**src/design/rah_pkg.sv**
```systemverilog
// Package for the receive acknowledgement history tracker.
// Holds widths, outcome codes and the state and result structs.
// No dependencies.
`default_nettype none
package rah_pkg;

    localparam int SEQ_W      = 16;
    localparam int ORD_W      = 64;
    localparam int HIST_DEPTH = 32;
    localparam int OUTCOME_W  = 3;

    localparam logic [ORD_W-1:0] SEQ_MODULUS = 64'd65536;

    localparam logic [OUTCOME_W-1:0] OUT_INIT    = 3'd0;
    localparam logic [OUTCOME_W-1:0] OUT_ADVANCE = 3'd1;
    localparam logic [OUTCOME_W-1:0] OUT_REPEAT  = 3'd2;
    localparam logic [OUTCOME_W-1:0] OUT_OLDER   = 3'd3;
    localparam logic [OUTCOME_W-1:0] OUT_NOSEQ   = 3'd4;

    typedef struct packed {
        logic [SEQ_W-1:0]      head;
        logic [ORD_W-1:0]      ordinal;
        logic [HIST_DEPTH-1:0] history;
        logic                  ready;
    } rah_state_t;

    typedef struct packed {
        logic [ORD_W-1:0]      ordinal;
        logic [SEQ_W-1:0]      head;
        logic [HIST_DEPTH-1:0] history;
        logic                  ready;
        logic [OUTCOME_W-1:0]  outcome;
    } rah_result_t;

endpackage
`default_nettype wire

```
**src/design/rah_update.sv**
```systemverilog
// Combinational step of the tracker: next state and result for one word.
// Depends on rah_pkg.
`default_nettype none
module rah_update
(
    input  wire rah_pkg::rah_state_t     state,
    input  wire logic [rah_pkg::SEQ_W-1:0] seq,
    input  wire logic                    present,
    output rah_pkg::rah_state_t          state_next,
    output rah_pkg::rah_result_t         result
);

    logic [rah_pkg::SEQ_W-1:0]      fwd;
    logic [rah_pkg::SEQ_W-1:0]      fwd_m1;
    logic [rah_pkg::ORD_W-1:0]      ord_sum;
    logic [rah_pkg::ORD_W-1:0]      ord_fresh;
    logic [rah_pkg::HIST_DEPTH-1:0] shifted;
    logic [rah_pkg::OUTCOME_W-1:0]  outcome;

    // modulus is a power of two: forward distance is a wrapping subtract
    assign fwd       = seq - state.head;
    assign fwd_m1    = fwd - rah_pkg::SEQ_W'(1);
    assign ord_sum   = state.ordinal
                     + {{(rah_pkg::ORD_W-rah_pkg::SEQ_W){fwd[rah_pkg::SEQ_W-1]}}, fwd};
    assign ord_fresh = rah_pkg::SEQ_MODULUS + rah_pkg::ORD_W'(seq);

    always_comb
    begin
        shifted = '0;
        if (fwd < rah_pkg::SEQ_W'(rah_pkg::HIST_DEPTH))
        begin
            shifted = state.history << fwd[$clog2(rah_pkg::HIST_DEPTH)-1:0];
        end
        if (fwd <= rah_pkg::SEQ_W'(rah_pkg::HIST_DEPTH))
        begin
            shifted[fwd_m1[$clog2(rah_pkg::HIST_DEPTH)-1:0]] = 1'b1;
        end
    end

    always_comb
    begin
        state_next = state;
        if (!present)
        begin
            outcome = rah_pkg::OUT_NOSEQ;
        end
        else if (!state.ready)
        begin
            outcome            = rah_pkg::OUT_INIT;
            state_next.head    = seq;
            state_next.ordinal = ord_fresh;
            state_next.history = '0;
            state_next.ready   = 1'b1;
        end
        else if (fwd == '0)
        begin
            outcome = rah_pkg::OUT_REPEAT;
        end
        else if (fwd[rah_pkg::SEQ_W-1])
        begin
            outcome = rah_pkg::OUT_OLDER;
        end
        else
        begin
            outcome            = rah_pkg::OUT_ADVANCE;
            state_next.head    = seq;
            state_next.ordinal = ord_sum;
            state_next.history = shifted;
        end
    end

    // received word's ordinal: old ordinal plus signed distance, fresh when not ready
    always_comb
    begin
        result.ordinal = state.ready ? ord_sum : ord_fresh;
        result.head    = state_next.head;
        result.history = state_next.history;
        result.ready   = state_next.ready;
        result.outcome = outcome;
    end

endmodule
`default_nettype wire

```
**src/design/receive_ack_history_tracker.sv**
```systemverilog
// Receive acknowledgement history tracker: input register, update step, result register.
// Two register stages: the accepted word, then its result, each held in a register.
// Throughput: one word per cycle; m_tready low with a result held stalls both stages.
// Reset: asynchronous, active low; head, ordinal, history and ready flag clear.
// Depends on rah_pkg and rah_update.
`default_nettype none
module receive_ack_history_tracker
(
    input  wire         clk,
    input  wire         rst_n,
    input  wire         s_tvalid,
    output logic        s_tready,
    input  wire  [15:0] s_tdata,   // [15:0] sequence_number
    input  wire  [0:0]  s_tuser,   // [0] sequence_present
    output logic        m_tvalid,
    input  wire         m_tready,
    output logic [119:0] m_tdata,  // [63:0] packet_ordinal_out, [79:64] head_sequence,
                                   // [111:80] history_bits, [112] ring_ready, zero pad
    output logic [2:0]  m_tuser    // [2:0] outcome
);

    logic                      in_valid_reg;
    logic [rah_pkg::SEQ_W-1:0] in_seq_reg;
    logic                      in_present_reg;
    logic                      out_valid_reg;
    rah_pkg::rah_result_t      out_reg;
    rah_pkg::rah_state_t       state_reg;
    rah_pkg::rah_state_t       state_next;
    rah_pkg::rah_result_t      result;
    logic                      step;

    assign step     = in_valid_reg && (!out_valid_reg || m_tready);
    assign s_tready = !in_valid_reg || step;

    rah_update u_update
    (
        .state      (state_reg),
        .seq        (in_seq_reg),
        .present    (in_present_reg),
        .state_next (state_next),
        .result     (result)
    );

    always_ff @(posedge clk or negedge rst_n)
    begin
        if (!rst_n)
        begin
            in_valid_reg  <= 1'b0;
            out_valid_reg <= 1'b0;
            state_reg     <= '0;
        end
        else
        begin
            if (s_tready)
            begin
                in_valid_reg <= s_tvalid;
            end
            if (step)
            begin
                out_valid_reg <= 1'b1;
                state_reg     <= state_next;
            end
            else if (m_tready)
            begin
                out_valid_reg <= 1'b0;
            end
        end
    end

    always_ff @(posedge clk)
    begin
        if (s_tvalid && s_tready)
        begin
            in_seq_reg     <= s_tdata;
            in_present_reg <= s_tuser[0];
        end
        if (step)
        begin
            out_reg <= result;
        end
    end

    assign m_tvalid = out_valid_reg;
    assign m_tdata  = {7'd0, out_reg.ready, out_reg.history, out_reg.head, out_reg.ordinal};
    assign m_tuser  = out_reg.outcome;

`ifndef SYNTHESIS
    a_ready_sticky: assert property (@(posedge clk) disable iff (!rst_n)
        state_reg.ready |=> state_reg.ready)
        else $error("ring ready flag dropped");

    a_advance_moves_head: assert property (@(posedge clk) disable iff (!rst_n)
        step && result.outcome == rah_pkg::OUT_ADVANCE
        |=> state_reg.head != $past(state_reg.head))
        else $error("advance left head unchanged");

    a_no_update_holds: assert property (@(posedge clk) disable iff (!rst_n)
        step && (result.outcome == rah_pkg::OUT_REPEAT || result.outcome == rah_pkg::OUT_OLDER
                 || result.outcome == rah_pkg::OUT_NOSEQ)
        |=> $stable(state_reg.head) && $stable(state_reg.history) && $stable(state_reg.ordinal))
        else $error("state changed without advance");

    a_stall_has_word: assert property (@(posedge clk) disable iff (!rst_n)
        !s_tready |-> in_valid_reg && out_valid_reg)
        else $error("input stalled with empty stage");
`endif

endmodule
`default_nettype wire
```
**config.mk**
```make
export PLATFORM = sky130hd
export DESIGN_NAME = receive_ack_history_tracker
export DESIGN_NICKNAME = d
export VERILOG_FILES = /design/src/design/rah_pkg.sv /design/src/design/rah_update.sv /design/src/design/receive_ack_history_tracker.sv
export SDC_FILE = /design/constraint.sdc
export NUM_CORES = 1
export LEC_CHECK = 0
export BUFFER_PORTS_ARGS = -buffer_cell sky130_fd_sc_hd__buf_4
export CORE_ASPECT_RATIO = 0.7
export CORE_MARGIN = 1.5
export CORE_UTILIZATION = 35
export DETAILED_ROUTE_END_ITERATION = 10
export GPL_TIMING_DRIVEN = 0
export PLACE_DENSITY = 0.55
export SLEW_MARGIN = 10
export SYNTH_ARGS = -nofsm -noshare
export SYNTH_HDL_FRONTEND = slang
export SYNTH_HIERARCHICAL = 1
export SYNTH_SLANG_ARGS = --single-unit
```
**constraint.sdc**
```tcl
create_clock -name clk -period 5.9 [get_ports clk]
set_input_delay 0.59 -clock clk [delete_from_list [all_inputs] [get_ports clk]]
set_output_delay 0.59 -clock clk [all_outputs]
set_load 0.005 [all_outputs]
```
Word level (Yosys, flattened, before mapping). Index checks and enable logic that the tools add are counted.

$mul: 0. Div/mod/pow operators: 0. Equality and inequality tests: 2. Reduce and logical (&&, ||, !) cells: 12. Mux-type cells: 14. Add/subtract/negate cells: 4. Order comparisons: 4. Bitwise gates (word level): 3. Shift-type cells: 1.

Operator list (number): $mux 112 (3); $mux 113 (1); $add 64x64->64 (1); $mux 32 (2); $mux 64 (1); $or 32x32->32 (1); $shl 32x5->32 (1); $add 17x16->18 const A (1); $le 16x6->1 const B (1); $logic_not 16->1 (1); $lt 16x6->1 const B (1); $sub 16x16->16 (1); $lt 5x6->1 const B (1); $mux 3 (2); $demux 1 s5 (1); $ge 5x1->1 const B (1); $sub 5x1->5 const B (1); $ne 2x2->1 const B (2); $reduce_and 4->1 (1); $logic_and 1x1->1 (3); $mux 1 (3); $reduce_or 3->1 (1); $logic_not 1->1 (2); $logic_or 1x1->1 (2); other kinds (4) (5).

Bits in registers: 248. Latch bits: 0. Memories kept: 0. Memory bits (read-only): 0. Output and inout bits: 125. Bits in writable memories: 0.

Depth between registers and ports, before layout. Gate-level depths: netlist of run 1.

Depth after elaboration: 12. Mapped depth: 24. Mapped depth without buffers: 23.

Hierarchy. Netlist of run 1, hierarchy kept.

Modules (own cells, without submodules): rah_update (area an instance 8848.5 um^2, instances 1, cells each 1324); receive_ack_history_tracker (area an instance 8575.7 um^2, instances 1, cells each 388).

Worst setup path before layout of run 1. No wires, ideal clock.

Path kind: flip-flop to flip-flop. From: reg in_seq_reg[6] (netlist bit). To: reg state_reg[83] (netlist bit). Setup time: 0.125 ns. Setup slack: 0.070 ns. Buffers on the path: 2. Cell stages (with the launch flop): 22. Required time: 5.775 ns. Clock period less this slack: 5.830 ns. Arrival time: 5.704 ns. Path through: edfxtp_1 > ha_1 > buf_2 > o21ai_0 > a211oi_1 > o21a_1 > o211ai_1 > a31oi_1 > xnor2_1 > inv_1 > ha_1 > clkbuf_1 > a21oi_1 > o22ai_1 > o41ai_1 > nor4b_1 > nor3_1 > a31oi_1 > o21bai_1 > xor2_1 > a22o_1 > mux2_4.

Cells in the longest elaborated chain, start to end: 5. Elaborated cells on any way between the ends: 9.

RTL lines: start, declared (line receive_ack_history_tracker.sv:23) `logic [rah_pkg::SEQ_W-1:0] in_seq_reg;`; start signal, assigned (line receive_ack_history_tracker.sv:74) `in_seq_reg <= s_tdata;`; $sub 16x16->16 (*) (line rah_update.sv:21) `assign fwd = seq - state.head;`; $add 64x64->64 (line rah_update.sv:24) `+ {{(rah_pkg::ORD_W-rah_pkg::SEQ_W){fwd[rah_pkg::SEQ_W-1]}}, fwd};`; $mux 112 (line rah_update.sv:59) `else if (fwd[rah_pkg::SEQ_W-1])`; $mux 112 (line rah_update.sv:55) `else if (fwd == '0)`; $mux 112 (line rah_update.sv:47) `else if (!state.ready)`; end signal, assigned (line receive_ack_history_tracker.sv:61) `state_reg <= state_next;`; end, declared (line receive_ack_history_tracker.sv:27) `rah_pkg::rah_state_t state_reg;`.

Mark *: on every way between the ends. The rest lies on a longest branch, timed or not. The select of a mux whose other input is x is not followed. A chain may end at the register's enable or synchronous reset.

Final worst setup path of run 1.
From: reg in_seq_reg[6] (netlist bit). To: reg state_reg[92] (netlist bit).

The elaborated chain is that of the path after synthesis.

==> results of run 1 <==
cells by family after synthesis:
logic type,share of synthesized area [%]
multiplexers,13.85
other,0.02152
XOR/XNOR,3.669
flip-flops,39.44
AO/OA/AOI/OAI,18.15
adder cells (fa/ha/maj),6.405
buffers and inverters,6.499
AND/OR/NAND/NOR,11.96
per-layer routing:
layer  vias to the layer above  track usage (%)  routed length [um]
met4                         0            3.997                1055
met3                        57            3.660                3993
met2                       537            30.39               22470
met5                         -                0                   0
li1                       6664                -                   -
met1                      7159            36.64               30860
cell type report:
type / count / share of cell area, %
Antenna cell: 2 / 0.02413
Buffer: 134 / 3.945
Sequential cell: 248 / 33.13
Inverter: 68 / 1.285
Clock inverter: 22 / 1.176
Tap cell: 665 / 4.011
Timing Repair Buffer: 151 / 5.785
Multi-Input combinational cell: 1252 / 47.13
Clock buffer: 30 / 3.517
cell usage in the layout, fill, tap and decap left out, types with 12 or more instances in the layout:
master | Yosys | routed
o21ai_0 | 80 | 78
mux4_2 | 19 | 19
edfxtp_1 | 133 | 133
nand4_1 | 28 | 28
a21oi_1 | 119 | 114
nand3_1 | 25 | 24
mux2i_1 | 21 | 21
nand2b_1 | 13 | 12
nand2_1 | 146 | 146
dfrtp_1 | 115 | 115
mux2_4 | 59 | 59
a211oi_1 | 26 | 23
xor2_1 | 25 | 24
inv_1 | 64 | 61
nor2_1 | 106 | 104
ha_1 | 86 | 74
xnor2_1 | 48 | 45
and2_1 | 49 | 49
clkbuf_1 | 56 | 40
a21o_1 | 25 | 25
nor3_1 | 20 | 18
clkbuf_16 | 0 | 29
o22ai_1 | 17 | 15
mux2_2 | 78 | 78
buf_2 | 16 | 16
a31oi_1 | 16 | 12
o21bai_1 | 14 | 14
buf_4 | 64 | 210
a22o_1 | 68 | 68
worst min path at each step:
stage,from,slack [ns],end
3_5_place_dp,state_reg[0],0.50,state_reg[0]
3_3_place_gp,state_reg[0],0.49,state_reg[0]
2_1_floorplan,rst_n,0.29,in_valid_reg
4_1_cts,s_tdata[7],0.16,in_seq_reg[7]
6_report,s_tdata[7],0.19,in_seq_reg[7]
5_1_grt,s_tdata[7],0.16,in_seq_reg[7]
per-stage QoR:
| step | instances | util [%] | hold slack [ns] | area [um^2] |
|---|---|---|---|---|
| after global routing | 2570 | 42.10 | 0.1626 | 20740 |
| after detailed placement | 2524 | 39.39 | 0.4987 | 19410 |
| after CTS | 2570 | 41.67 | 0.1621 | 20530 |
| after global placement | 2521 | 39.21 | 0.4938 | 19310 |
| after floorplan | 1718 | - | 0.2944 | 17450 |
| final | 2572 | 42.11 | 0.1934 | 20740 |
timing repair:
item | CTS | global route
pin swaps | 2 | 9
setup endpoints to repair | 59 | 39
setup buffers | 3 | 6
gates resized for setup | 27 | 39
hold buffers | 1 | 0
hold endpoints to repair | 44 | 0
==> impl_metrics.json, run 1 <==
{
  "r2r_slack_ns": 0.20,
  "fmax_mhz": 175.4,
  "cts_tree": "built",
  "drc_errors": 0,
  "regArea_mm2": 0.006872,
  "clock_sinks": 248,
  "drv_cap": 0,
  "clock_skew_ns": 0.01194,
  "num_rows": 68,
  "yosysSeqAreaShare_pct": 39.44,
  "h-tree-depth": 1,
  "cts_root_buffer": "clkbuf_16",
  "grt_use_total_pct": 22.44,
  "via_count": 14420,
  "grt_max_degree": 72,
  "path_depth": 22,
  "r2r_cells": 22,
  "async_flop_share_pct": 46.37,
  "ys_types": 82,
  "slew_violations": 0,
  "synth_largest_area_cell": "edfxtp_1",
  "synthDominantCellAreaShare_pct": 22.92,
  "core_mm2": 0.04926,
  "ant_nets": 0,
  "crit_start": "in_seq_reg[6]",
  "synth_most_common_cell": "nand2_1",
  "vias_per_cell": 5.605,
  "path_class": "flop to flop",
  "wl_per_cell_um": 22.70,
  "portBuffers": 138,
  "ys_top_cells_by_count": "146 x nand2_1, 133 x edfxtp_1, 119 x a21oi_1",
  "rr_endpoint": "state_reg[92]",
  "tns_ns": 0,
  "grt_pass1_wl_mm": 87.93,
  "max_stage_delay_ns": 0.42,
  "arrival_ns": 6.16,
  "ys_seq_elements": 248,
  "cp.buffers_inverters": 3,
  "start_util_pct": 35.37,
  "multi_input_area_mm2": 0.009776,
  "worst_slack_ns": 0.1978,
  "nNetsFinal": 1992,
  "drt-total-wl_mm": 58.38,
  "reg2reg_from": "in_seq_reg[6]",
  "worstPathCellList": "ha_1 > buf_2 > o21ai_0 > a211oi_1 > o21a_1 > o211ai_1 > a31oi_2 > xnor2_2 > inv_6 > buf_16 > ha_2 > a21oi_1 > o21ai_0 > a311oi_2 > o22ai_1 > o21ai_2 > a21oi_1 > a21oi_1 > o21ai_0 > xor2_1 > a22o_1 > mux2_4",
  "fp.dieArea_mm2": 0.05115,
  "holdPathStages": 1,
  "fin_crit_sh_pct": 96.65,
  "die_width_um": 269.7,
  "start_kind": "flop",
  "slowest_stage": "edfxtp_1",
  "area_growth_syn_to_layout_pct": 19.04,
  "outcome": "complete, no violations",
  "postSynthAreaPerCell_um2": 10.18,
  "rsz0062_at_grt": "yes",
  "tightestPinTransition_ns": 1.105,
  "endpoint": "state_reg[92]",
  "nFillCells": 4811,
  "period_minus_slack_ns": 5.702,
  "die_y_um": 189.7,
  "grt_pass1_vias": 13780,
  "ios": 146,
  "synthCells": 1712,
  "clk_path_buf_depth": 3,
  "slew_headroom_pct": 26.34,
  "gr-total-overflow": 0,
  "ys_warn_count": 6,
  "dp_hpwl_mm": 44.43,
  "setup_viol": 0,
  "cts.reportedPaths.clkPinSlew_ns": 0.07,
  "firstDrtPassIters": 5,
  "antenna_found_initial": 3,
  "drt_iter0_markers": 1261,
  "worstSkewPairLatency_ns": 0.57,
  "finalHoldViolCount": 0,
  "synth-main-ff-cell": "edfxtp_1",
  "gp_congestion": 0.9517,
  "synthTopCellsByArea": "edfxtp_1 23%, dfrtp_1 17%, ha_1 6.2%, mux2_4 5.1%, mux2_2 5.0%",
  "hp-class": "primary input to flop",
  "synth_area_mm2": 0.01742,
  "synth_edf_count": 133,
  "crit_path_max_fanout": 40,
  "post-place-ws_ns": -1.292,
  "drive_above_1_share_pct": 26.56,
  "cpLargestDelayFamily": "compound AO/OA/AOI/OAI gates",
  "end_kind": "flop",
  "cts_buffers": 28,
  "cp.required_ns": 6.36
}
Power of run 1 is not shown: default switching activity piles up to over one toggle a cycle in this logic, so the estimate is an artifact.
==> inputs of run 2 (changes only) <==
- CORE_MARGIN: 1.5 -> not set
- MAX_ROUTING_LAYER: not set -> met4
==> impl_metrics.json, run 2 (synthesized netlist as in run 1, its figures left out) <==
{
  "outcome": "complete, no violations",
  "gr-total-overflow": 0,
  "area_growth_syn_to_layout_pct": 20.26,
  "finalHoldViolCount": 0,
  "h-tree-depth": 1,
  "layoutNonFillerInstCount": 2575,
  "nFillCells": 4760,
  "hp-class": "primary input to flop",
  "gp_congestion": 0.9854,
  "r2r_cells": 19,
  "drc_errors": 0,
  "start_kind": "flop",
  "drt_iter0_markers": 1558,
  "num_rows": 67,
  "slowest_stage": "edfxtp_1",
  "dp_hpwl_mm": 44.70,
  "clk_path_buf_depth": 3,
  "rr_endpoint": "state_reg[94]",
  "slew_headroom_pct": 22.16,
  "rsz0062_at_grt": "yes",
  "post-place-cells": 2514,
  "nNetsFinal": 2006,
  "cts_tree": "built",
  "start_util_pct": 35.96,
  "worstSkewPairLatency_ns": 0.60,
  "drive_above_1_share_pct": 27.93,
  "cts.reportedPaths.clkPinSlew_ns": 0.07,
  "setup_viol": 0,
  "cp.required_ns": 6.37,
  "cts_buffers": 28,
  "worstPathCellList": "ha_1 > nand2_1 > o21ai_0 > o211ai_1 > a31oi_2 > xnor2_4 > bufinv_8 > ha_1 > a21oi_2 > o21ai_2 > or2_2 > nor3b_1 > a221oi_2 > o211ai_1 > a21oi_2 > o41ai_2 > xor2_1 > a22o_1 > mux2_4",
  "drt-total-wl_mm": 59.66,
  "ant_nets": 0,
  "hold_start": "s_tdata[3]",
  "clock_skew_ns": 0.03316,
  "core_mm2": 0.04845,
  "firstDrtPassIters": 5,
  "multi_input_area_mm2": 0.009916,
  "slew_violations": 0,
  "worstHoldEndpoint": "in_seq_reg[3]",
  "grt_max_degree": 73,
  "cpLargestDelayFamily": "compound AO/OA/AOI/OAI gates",
  "regArea_mm2": 0.006872,
  "ios": 146,
  "reg2reg_from": "in_seq_reg[9]",
  "vias_per_cell": 5.640,
  "grt_use_total_pct": 23.55,
  "path_class": "flop to flop",
  "grt_pass1_wl_mm": 87.52,
  "fp.dieArea_mm2": 0.05069,
  "fin_crit_sh_pct": 98.69,
  "holdPathStages": 1,
  "cts_root_buffer": "clkbuf_16",
  "r2r_slack_ns": 0.08,
  "final_common_cell": "buf_4",
  "crit_path_max_fanout": 8,
  "fmax_mhz": 171.7,
  "path_depth": 19,
  "end_kind": "flop",
  "portBuffers": 138,
  "cp.buffers_inverters": 1,
  "grt_pass1_vias": 13670,
  "die_width_um": 268.7,
  "period_minus_slack_ns": 5.823,
  "mostFrequentLayoutCells": "222 x buf_4, 146 x nand2_1, 133 x edfxtp_1",
  "via_count": 14520,
  "drv_cap": 0,
  "antenna_found_initial": 1,
  "die_y_um": 188.7,
  "max_stage_delay_ns": 0.50,
  "arrival_ns": 6.29,
  "tightestPinTransition_ns": 1.168,
  "clock_sinks": 248,
  "wl_per_cell_um": 23.17
}
[run 2: changes by cell type in the layout (fill, tap and decap cells not counted), sizes merged]
cell      delta
diode        -1
clkinvlp     -1
inv          +2
clkinv       -6
clkbuf       +8
buf         +11
[run 2: repair_timing]
action | in CTS | in global routing
endpoints found under the hold margin | 43 | 0
cloned | 0 | 2
hold buffers | 1 | 0
endpoints found under the setup margin | 63 | 41
gates resized for setup | 34 | 64
pin swaps | 1 | 22
buffers inserted | 2 | 19
[run 2: cell type report]
type | count | area share (%)
diodes | 1 | 0.01194
plain buffers | 134 | 3.917
clock buffers | 37 | 3.648
clock inverters | 15 | 0.8717
inverters | 68 | 1.314
multi-input cells | 1252 | 47.32
flip-flops and latches | 248 | 32.79
well taps | 655 | 3.911
repair buffers | 163 | 6.156
repair inverters | 2 | 0.05971
[run 2: worst max-delay path by stage]
stage                  startpoint       endpoint  slack, ns
floorplan           in_seq_reg[6]  state_reg[83]       0.07
global placement    in_seq_reg[7]  state_reg[83]      -2.62
detailed placement  in_seq_reg[7]  state_reg[83]      -1.10
CTS                 in_seq_reg[6]  state_reg[95]     0.0008
global route        in_seq_reg[2]  state_reg[95]      -0.06
finish              in_seq_reg[9]  state_reg[94]       0.08
[run 2: per-stage QoR]
stage	hold WS, ns	utilization [%]	setup TNS [ns]	cell area [um^2]	setup WS [ns]
floorplan	0.2944	-	0	17450	0.07041
global placement	0.4953	39.84	-111.34	19300	-2.624
detailed placement	0.4923	40.02	-30.61	19390	-1.099
CTS	0.1380	42.34	0	20510	0.0007865
global route	0.1465	43.24	-0.2738	20950	-0.06426
finish	0.1610	43.25	0	20960	0.07722
[run 2: metal layers]
layer	GRT usage (%)	wire length (um)	vias to the layer above
met5	-	0	-
met4	3.431	918	0
met3	4.848	4534	58
met2	29.97	23030	519
met1	37.63	31180	7257
li1	-	-	6688
Power of run 2 is left out for the same reason.
